--- config.mk ---
export PLATFORM = sky130hd
export DESIGN_NAME = mailbox_barrier_unit
export DESIGN_NICKNAME = d
export VERILOG_FILES = /design/src/rtl/mbu_pkg.sv /design/src/rtl/mbu_cell.sv /design/src/rtl/mbu_chain.sv /design/src/rtl/mailbox_barrier_unit.sv
export VERILOG_INCLUDE_DIRS = /design/src /design/src/rtl
export SDC_FILE = /design/constraint.sdc
export NUM_CORES = 1
export LEC_CHECK = 0
export ABC_AREA = 1
export BUFFER_PORTS_ARGS = -buffer_cell sky130_fd_sc_hd__buf_2
export CAP_MARGIN = 20
export CORE_UTILIZATION = 56
export DETAILED_ROUTE_END_ITERATION = 6
export PLACE_DENSITY = 0.81
export SETUP_SLACK_MARGIN = 0.05
export SLEW_MARGIN = 10
export SYNTH_ARGS = -nofsm -noshare
export SYNTH_HDL_FRONTEND = slang
export SYNTH_SLANG_ARGS = --single-unit
export TNS_END_PERCENT = 50
--- constraint.sdc ---
create_clock -name clock -period 13.1 [get_ports clock]
set_input_delay 1.965 -clock clock [delete_from_list [all_inputs] [get_ports clock]]
set_output_delay 1.965 -clock clock [all_outputs]
set_load 0.01 [all_outputs]
--- src/rtl/mailbox_barrier_unit_defines.svh ---
// Assertion macros for the mailbox barrier unit.
`ifndef MAILBOX_BARRIER_UNIT_DEFINES_SVH
`define MAILBOX_BARRIER_UNIT_DEFINES_SVH

// Same-cycle implication, sampled on clock, off during reset.
`define MBU_ASSERT_SAME(label, ante, cons) \
   label: assert property (@(posedge clock) disable iff (reset) (ante) |-> (cons)) \
      else $error("mailbox barrier assertion failed");

// Next-cycle implication, sampled on clock, off during reset.
`define MBU_ASSERT_NEXT(label, ante, cons) \
   label: assert property (@(posedge clock) disable iff (reset) (ante) |=> (cons)) \
      else $error("mailbox barrier assertion failed");

`endif

--- src/rtl/mbu_pkg.sv ---
// Types and constants shared by the mailbox barrier unit modules.
package mbu_pkg;

   localparam int THREAD_W = 5;
   localparam int ADDR_W   = 32;

   localparam logic [ADDR_W-1:0] ADDR_LOW_MASK = 32'h000F_FFFF;

   localparam logic [1:0] KIND_REGISTERED = 2'd0;
   localparam logic [1:0] KIND_ERROR      = 2'd1;
   localparam logic [1:0] KIND_RELEASED   = 2'd2;
   localparam logic [1:0] KIND_SIGNAL     = 2'd3;

   typedef struct packed {
      logic [ADDR_W-1:0] mailbox_addr;
      logic              mailbox_busy;
   } req_type;

   typedef struct packed {
      logic [1:0]        result_kind;
      logic [ADDR_W-1:0] signal_addr;
      logic              last_of_run;
   } rsp_type;

   typedef struct packed {
      logic write;
      logic shift;
   } cell_ctrl_type;

endpackage

--- src/rtl/mbu_cell.sv ---
// One waiter-address cell: loads on write, takes its neighbor's word on shift.
module mbu_cell
   import mbu_pkg::*;
(
   input  logic              clock,
   input  cell_ctrl_type     ctrl,
   input  logic [ADDR_W-1:0] write_data,
   input  logic [ADDR_W-1:0] next_data,
   output logic [ADDR_W-1:0] data
);

   logic [ADDR_W-1:0] data_ff;
   logic [ADDR_W-1:0] data_in;

   always_comb begin
      priority if (ctrl.write) begin
         data_in = write_data;
      end else if (ctrl.shift) begin
         data_in = next_data;
      end else begin
         data_in = data_ff;
      end
   end

   always_ff @(posedge clock) begin
      data_ff <= data_in;
   end

   assign data = data_ff;

endmodule

--- src/rtl/mbu_chain.sv ---
// Row of address cells; drains toward cell 0 in arrival order.
module mbu_chain
   import mbu_pkg::*;
#(
   parameter int MAX_THREADS = 16
)(
   input  logic                           clock,
   input  logic                           write_en,
   input  logic [$clog2(MAX_THREADS)-1:0] write_index,
   input  logic [ADDR_W-1:0]              write_data,
   input  logic                           shift_en,
   output logic [ADDR_W-1:0]              head_data
);

   localparam int CW = $clog2(MAX_THREADS);

   logic [ADDR_W-1:0] cell_data [MAX_THREADS];

   for (genvar i = 0; i < MAX_THREADS; i++) begin : g_cell
      cell_ctrl_type     ctrl;
      logic [ADDR_W-1:0] next_data;

      assign ctrl.write = write_en && (write_index == CW'(i));
      assign ctrl.shift = shift_en;

      if (i == MAX_THREADS - 1) begin : g_tail
         assign next_data = cell_data[i];
      end else begin : g_mid
         assign next_data = cell_data[i+1];
      end

      mbu_cell u_cell (
         .clock      (clock),
         .ctrl       (ctrl),
         .write_data (write_data),
         .next_data  (next_data),
         .data       (cell_data[i])
      );
   end

   assign head_data = cell_data[0];

endmodule

--- src/rtl/mailbox_barrier_unit.sv ---
// Registered, error and single-step release results appear in the cycle after accept; busy stays low.
// A last arrival with N stored waiters holds busy while it gives N signal results, one per
// cycle as the cell row shifts toward its head, then the release.
// Idle throughput is one arrival per cycle; no arrival is accepted while a release drains.
// Synchronous reset clears the arrival count and sets thread_count to 1; cells are not cleared.
module mailbox_barrier_unit
   import mbu_pkg::*;
#(
   parameter int MAX_THREADS = 16
)(
   input  logic                clock,
   input  logic                reset,
   input  logic                start,
   output logic                busy,
   input  req_type             req,
   output logic                rsp_strobe,
   output rsp_type             rsp,
   input  logic                csr_write_enable,
   input  logic [THREAD_W-1:0] csr_write_data
);

`include "mailbox_barrier_unit_defines.svh"

   localparam int CW = $clog2(MAX_THREADS);
   localparam int EW = (CW + 1 > THREAD_W) ? CW + 1 : THREAD_W;

   localparam logic STATE_IDLE  = 1'b0;
   localparam logic STATE_DRAIN = 1'b1;

   logic                state_ff, state_in;
   logic [THREAD_W-1:0] thread_count_ff, thread_count_in;
   logic [CW-1:0]       arrival_count_ff, arrival_count_in;
   logic [CW-1:0]       drain_count_ff, drain_count_in;
   logic                rsp_strobe_ff, rsp_strobe_in;
   rsp_type             rsp_ff, rsp_in;

   logic          accept;
   logic          invalid;
   logic          is_last;
   logic [EW-1:0] threads_ext;
   logic [EW-1:0] threads_eff;
   logic [EW-1:0] count_next;
   logic          chain_write;
   logic          chain_shift;
   logic [ADDR_W-1:0] head_data;

   assign accept  = start && (state_ff == STATE_IDLE);
   assign invalid = req.mailbox_busy || ((req.mailbox_addr & ADDR_LOW_MASK) == '0);

   always_comb begin
      threads_ext = {{(EW-THREAD_W){1'b0}}, thread_count_ff};
      priority if (threads_ext == '0) begin
         threads_eff = EW'(1);
      end else if (threads_ext > EW'(MAX_THREADS)) begin
         threads_eff = EW'(MAX_THREADS);
      end else begin
         threads_eff = threads_ext;
      end
   end

   assign count_next = {{(EW-CW){1'b0}}, arrival_count_ff} + EW'(1);
   assign is_last    = count_next >= threads_eff;

   always_comb begin
      state_in         = state_ff;
      arrival_count_in = arrival_count_ff;
      drain_count_in   = drain_count_ff;
      rsp_strobe_in    = 1'b0;
      rsp_in           = '0;
      chain_write      = 1'b0;
      chain_shift      = 1'b0;

      unique case (state_ff)
         STATE_IDLE: begin
            if (accept) begin
               rsp_strobe_in      = 1'b1;
               rsp_in.last_of_run = 1'b1;
               priority if (invalid) begin
                  rsp_in.result_kind = KIND_ERROR;
               end else if (is_last) begin
                  arrival_count_in = '0;
                  if (arrival_count_ff == '0) begin
                     rsp_in.result_kind = KIND_RELEASED;
                  end else begin
                     // signals first; the release comes out at the end of the drain
                     rsp_strobe_in  = 1'b0;
                     drain_count_in = arrival_count_ff;
                     state_in       = STATE_DRAIN;
                  end
               end else begin
                  rsp_in.result_kind = KIND_REGISTERED;
                  chain_write        = 1'b1;
                  arrival_count_in   = arrival_count_ff + CW'(1);
               end
            end
         end
         STATE_DRAIN: begin
            rsp_strobe_in = 1'b1;
            if (drain_count_ff != '0) begin
               rsp_in.result_kind = KIND_SIGNAL;
               rsp_in.signal_addr = head_data;
               chain_shift        = 1'b1;
               drain_count_in     = drain_count_ff - CW'(1);
            end else begin
               rsp_in.result_kind = KIND_RELEASED;
               rsp_in.last_of_run = 1'b1;
               state_in           = STATE_IDLE;
            end
         end
         default: begin
            state_in = STATE_IDLE;
         end
      endcase
   end

   assign thread_count_in = csr_write_enable ? csr_write_data : thread_count_ff;

   always_ff @(posedge clock) begin
      if (reset) begin
         state_ff         <= STATE_IDLE;
         thread_count_ff  <= THREAD_W'(1);
         arrival_count_ff <= '0;
         drain_count_ff   <= '0;
         rsp_strobe_ff    <= 1'b0;
      end else begin
         state_ff         <= state_in;
         thread_count_ff  <= thread_count_in;
         arrival_count_ff <= arrival_count_in;
         drain_count_ff   <= drain_count_in;
         rsp_strobe_ff    <= rsp_strobe_in;
      end
   end

   always_ff @(posedge clock) begin
      rsp_ff <= rsp_in;
   end

   mbu_chain #(
      .MAX_THREADS (MAX_THREADS)
   ) u_chain (
      .clock       (clock),
      .write_en    (chain_write),
      .write_index (arrival_count_ff),
      .write_data  (req.mailbox_addr),
      .shift_en    (chain_shift),
      .head_data   (head_data)
   );

   assign busy       = (state_ff == STATE_DRAIN);
   assign rsp_strobe = rsp_strobe_ff;
   assign rsp        = rsp_ff;

   `MBU_ASSERT_SAME(a_drain_count_clear, busy, arrival_count_ff == '0)
   `MBU_ASSERT_NEXT(a_accept_answers, start && !busy && !invalid && !is_last, rsp_strobe)
   `MBU_ASSERT_SAME(a_last_marks_end, rsp_strobe, rsp.last_of_run == (rsp.result_kind != KIND_SIGNAL))
   `MBU_ASSERT_SAME(a_count_in_range, 1'b1, EW'(arrival_count_ff) < EW'(MAX_THREADS))

endmodule
; Yosys cells after proc, flatten, opt, wreduce, memory -nomap -nowiden
; Cells that the tools add are included.
[word_totals]
register_bits = 562
elab_cells = 155
[classes]
n_addsub = 3
order_cmp = 2
eq_ne = 20
n_mux = 64
bitwise_logic = 2
reduce_logical = 40
[ops]
columns = cell, n
row1 = $mux W32, 30
row2 = $eq A4 B4 Y1 const B, 8
row3 = $logic_not A32 Y1, 1
row4 = $reduce_bool A2 Y1, 15
row5 = $mux W4, 6
row6 = $logic_and A1 B1 Y1, 17
row7 = $mux W1, 17
row8 = $eq A4 B3 Y1 const B, 4
row9 = $mux W5, 2
row10 = $eq A4 B2 Y1 const B, 2
row11 = $mux W2, 4
row12 = $ne A2 B2 Y1 const B, 4
row13 = $pmux W4 S2, 1
row14 = $pmux W1 S2, 3
row15 = $add A4 B1 Y5 const B, 1
row16 = $ge A5 B5 Y1, 1
row17 = $gt A5 B5 Y1 const B, 1
row18 = $logic_not A5 Y1, 1
row19 = $reduce_and A5 Y1, 1
row20 = $add A4 B1 Y4 const B, 1
row21 = $eq A4 B1 Y1 const B, 1
row22 = $logic_not A4 Y1, 1
row23 = $pmux W2 S2, 1
row24 = $reduce_bool A4 Y1, 1
row25 = other kinds (6), 7

; Longest topological paths before layout
[depth]
ltp_word = 10
mapped_depth = 17
depth_no_buf = 15

; By module
; Synthesis repeated with hierarchy kept, for this count alone.
[unflattened]
cells_unflattened = 2480
hier_area_um2 = 24522.3
[modules_own_cells]
columns = module, n_inst, cells_each, area_per_inst_um2, seq_area_each_um2
row1 = mbu_cell, 16, 137, 1401.3, 960.9
row2 = mailbox_barrier_unit, 1, 256, 1974.4, 1001.0
row3 = mbu_chain, 1, 32, 126.4, 0.0

; Worst setup path before layout
; Ideal clock, no wire load.
[synth_timing]
kind = input-to-reg
start = in req[4] in the netlist's numbering
end = reg u_chain.g_cell[15].u_cell.data_ff[0] (enable)
setup_ns = 0.461
arrival_ns = 4.921
t_required_ns = 12.639
setup_slack_ns = 7.718
path_stages = 9
cell_sequence = inv_1 -> nand2_1 -> nor2_1 -> nand3_2 -> nand3_4 -> nor2_8 -> buf_6 -> inv_1 -> nor3_1
[synth_lines]
columns = element, line_no
row1 = from (decl), mailbox_barrier_unit.sv:15  ; input req_type req,
row2 = to (signal assigned), mbu_cell.sv:26  ; data_ff <= data_in;
row3 = to (decl), mbu_cell.sv:12  ; logic [ADDR_W-1:0] data_ff;

; Final worst setup path
[layout_timing]
start = in req[4] in the netlist's numbering
end = reg u_chain.g_cell[8].u_cell.data_ff[14] (enable)
[layout_via]
elab_chain_len = 7
[layout_lines]
columns = element, line_no
row1 = $logic_not A32 Y1, mailbox_barrier_unit.sv:48  ; assign invalid = req.mailbox_busy || ((req.mailbox_addr & ADDR_LOW_MASK) == '0);
row2 = $logic_or A1 B1 Y1, mailbox_barrier_unit.sv:48
row3 = $mux W1, mailbox_barrier_unit.sv:78  ; priority if (invalid) begin
row4 = $mux W1, mailbox_barrier_unit.sv:75  ; if (accept) begin
row5 = $mux W1, mailbox_barrier_unit.sv:73  ; unique case (state_ff)
row6 = $logic_and A1 B1 Y1, mbu_chain.sv:23  ; assign ctrl.write = write_en && (write_index == CW'(i));
row7 = $reduce_bool A2 Y1 (no line), --
row8 = to (signal assigned), mbu_cell.sv:26
row9 = to (decl), mbu_cell.sv:12
; Every way passes these cells.
; A chain may end at the register's enable or synchronous reset.

==> results.cfg <==
[sta]
finalCriticalPeriod_ns = 4.677
report.final.slew_viol_count = 0
finalSetupViolCount = 0
post-route-period-util_pct = 35.70
worst_pin_slew_ns = 1.025
max_slew_margin_pct = 31.41
finalClockSkew_ns = 0.01579
hold_viol_final = 0
final.setup.tns_ns = 0
rsz0062_at_grt = no
max_freq_ghz = 0.2138

[finish]
layout.nets = 2016
n_fill_cell = 2857
post-route-util_pct = 62.73
area_growth_pct = 9.517
final_layout_size_suffix_gt1_share_pct = 11.88
antenna_cells = 0
fin_cells = 2537

[worst_setup_path]
setup.worst_path.start = req[4]
slowest_stage = nand2_2
reg2reg_depth = 13
worst-setup-path-type = primary input to register
crit_chain = buf_2 -> inv_1 -> nand2_1 -> nor2_1 -> nand3_2 -> nand3_4 -> nor2_8 -> nand3_2 -> nand2_2
path_delay_family = simple AND/OR/NAND/NOR gates
start_kind = primary input
crit_path_frequent_cell = nand3_2
r2r-start = arrival_count_ff[0]$_SDFFE_PP0P_
endpoint_kind = register
cp.buffers_inverters = 2
slowest_delay_ns = 0.88
cp.required_ns = 13.33
r2r_slack_ns = 8.79
path_max_fanout = 65
cp.arrival_ns = 4.91
crit_cells = 9

[synthesis]
async_flop_share_pct = 0
postSynthNetCount = 2000
syn_area_per_cell_um2 = 11.76
syn-instance-count = 1948
synth-seq-cells = 562
ys.flop_type = edfxtp_1
ys_seq_area_share_pct = 71.46
netlist-cell-type-count = 30
yosys_warnings = 0
synth_edf_count = 512
syn_area_um2 = 22920

[grt]
antenna_found_initial = 0
grt_max_degree = 66
grt-ovfl-total = 0
track_usage_pct = 19.51
first_global_vias = 13001
grt_pass1_wl_mm = 64.54

[cts]
clkLatencyLatePin_ns = 0.61
root_buffer = clkbuf_16
cts_sinks = 562
clk_path_buf_depth = 3
cts_max_level = 2
cts_tree = done
cts_buffers = 56
cts_resized = 0
postCtsSetupBuffers = 0
cts.hold.buffers_added = 0
clkTransAtPathRegs_ns = 0.06

[min_path]
hp-start = u_chain.g_cell[0].u_cell.data[17]$_DFFE_PP_
hold_class = register to register
min_path_cells = 2

[routing]
drc = 0
drt_pre_antenna_iters = 5
wl_per_cell_um = 15.68
vias = 13778
ant_nets = 0
wl_mm = 39.78
vias_per_cell = 5.431
drtIter0Drc = 1251

[floorplanning]
dieWidth_um = 204.3
placementRows = 73
core_area_um2 = 40010
die_h_um = 204.3
start_util_pct = 57.28
io_pins = 79
dieArea_um2 = 41730

[power]
p_leak_nw = 9.878
vdd_drop_max_mv = 0.1116
powerDensity_nw_per_um2 = 142.8

[job]
drv_cap = 0

[placed_design]
dp_hpwl_mm = 25.53
port_buffers = 78
place_congestion = 0.7727
dp_cells = 2427

[outcome]
status = completed
==> worst register-to-register path, delay by kind of cell (launching register included) <==
family / cells / cell delay (ns)
AND/OR/NAND/NOR: 8 / 2.57
buffers and inverters: 3 / 0.28
flip-flops: 1 / 0.46
adder cells (fa/ha/maj): 2 / 0.63
==> logic make-up (layout without fill, tap and decap cells) <==
family          after synthesis  count (layout)  synth area share [%]
compound gates              503             503                 11.49
xor+xnor                      2               2               0.07645
fa+ha+maj                    10              10                0.5460
buf+inv                     232             296                 5.597
flops                       562             562                 71.46
simple gates                639             639                 10.83
==> state kept, by name, indices dropped and copies added, names as in the netlist <==
signal / cells
arrival_count_ff: 4
busy: 1
drain_count_ff: 4
rsp: 35
rsp_strobe: 1
thread_count_ff: 5
u_chain.g_cell.u_cell.data: 512
==> report_power, final <==
| part | switching, mW | internal, mW | total (mW) | leakage [nW] |
|---|---|---|---|---|
| Sequential | 0.00434 | 1.95 | 1.95 | 5.01 |
| Clock | 0.659 | 0.879 | 1.54 | 0.863 |
| Combinational | 0.0717 | 0.0206 | 0.0923 | 4.00 |
==> through the flow <==
step / area [µm²] / hold WS [ns] / power, mW / worst slack, ns
after global routing: 25100 / 0.4852 / 3.687 / 8.006
after global placement: 23200 / 0.4412 / 2.079 / 7.477
after floorplan: 22920 / 0.4393 / 2.051 / 7.718
after CTS: 25010 / 0.4670 / 3.607 / 8.036
after detailed placement: 23230 / 0.4490 / 2.082 / 7.375
final: 25100 / 0.4598 / 3.583 / 8.423
==> cell usage after synthesis (all sizes together) (2+ instances only) <==
library cell,number,area (µm²)
nor2,76,301.5
clkbuf,70,282.8
inv,88,330.3
nand2,541,2046
dfxtp,50,1001
a21oi,9,45.04
ha,10,125.1
buf,73,665.6
edfxtp,512,15370
o21ai,492,2575
nand3,17,102.6
xor2,2,17.52
==> final timing paths <==
kind / to
min reg2reg: rsp[18]$_SDFF_PN0_
max reg2reg: u_chain.g_cell[8].u_cell.data[14]$_DFFE_PP_
max: u_chain.g_cell[8].u_cell.data[14]$_DFFE_PP_
min: rsp[18]$_SDFF_PN0_
==> layout by cell type, fill, tap and decap left out, drive strengths merged <==
cell type  synthesis  routed
a31oi              1       1
bufinv             0       3
ha                10      10
a22oi              1       1
or2                1       1
nand2            541     541
nand4              1       1
clkinv             1      27
nor2              76      76
buf               73     101
nor4               1       1
nor3               1       1
clkinvlp           0       4
clkbuf            70      70
xor2               2       2
nand3             17      17
a21oi              9       9
o21ai            492     492
edfxtp           512     512
dfxtp             50      50
inv               88      91
or4                1       1
==> cell type report <==
cell class	count	area, µm²	area share (%)
clock inverter	36	267.8	1.067
inverter	89	334.1	1.331
clock buffer	70	1515	6.037
sequential	562	16380	65.25
tap	525	656.9	2.617
timing repair buffer	101	623.1	2.483
multi-input combinational	1154	5324	21.21
==> routing by layer <==
layer | vias to the layer above | GRT usage [%] | wire length, µm
li1 | 6789 | - | -
met1 | 6521 | 25.08 | 17190
met2 | 407 | 33.64 | 19510
met3 | 61 | 3.348 | 2301
met4 | 0 | 6.370 | 772
met5 | - | 0 | 0
Note: power is estimated with default switching activity, not from simulation.
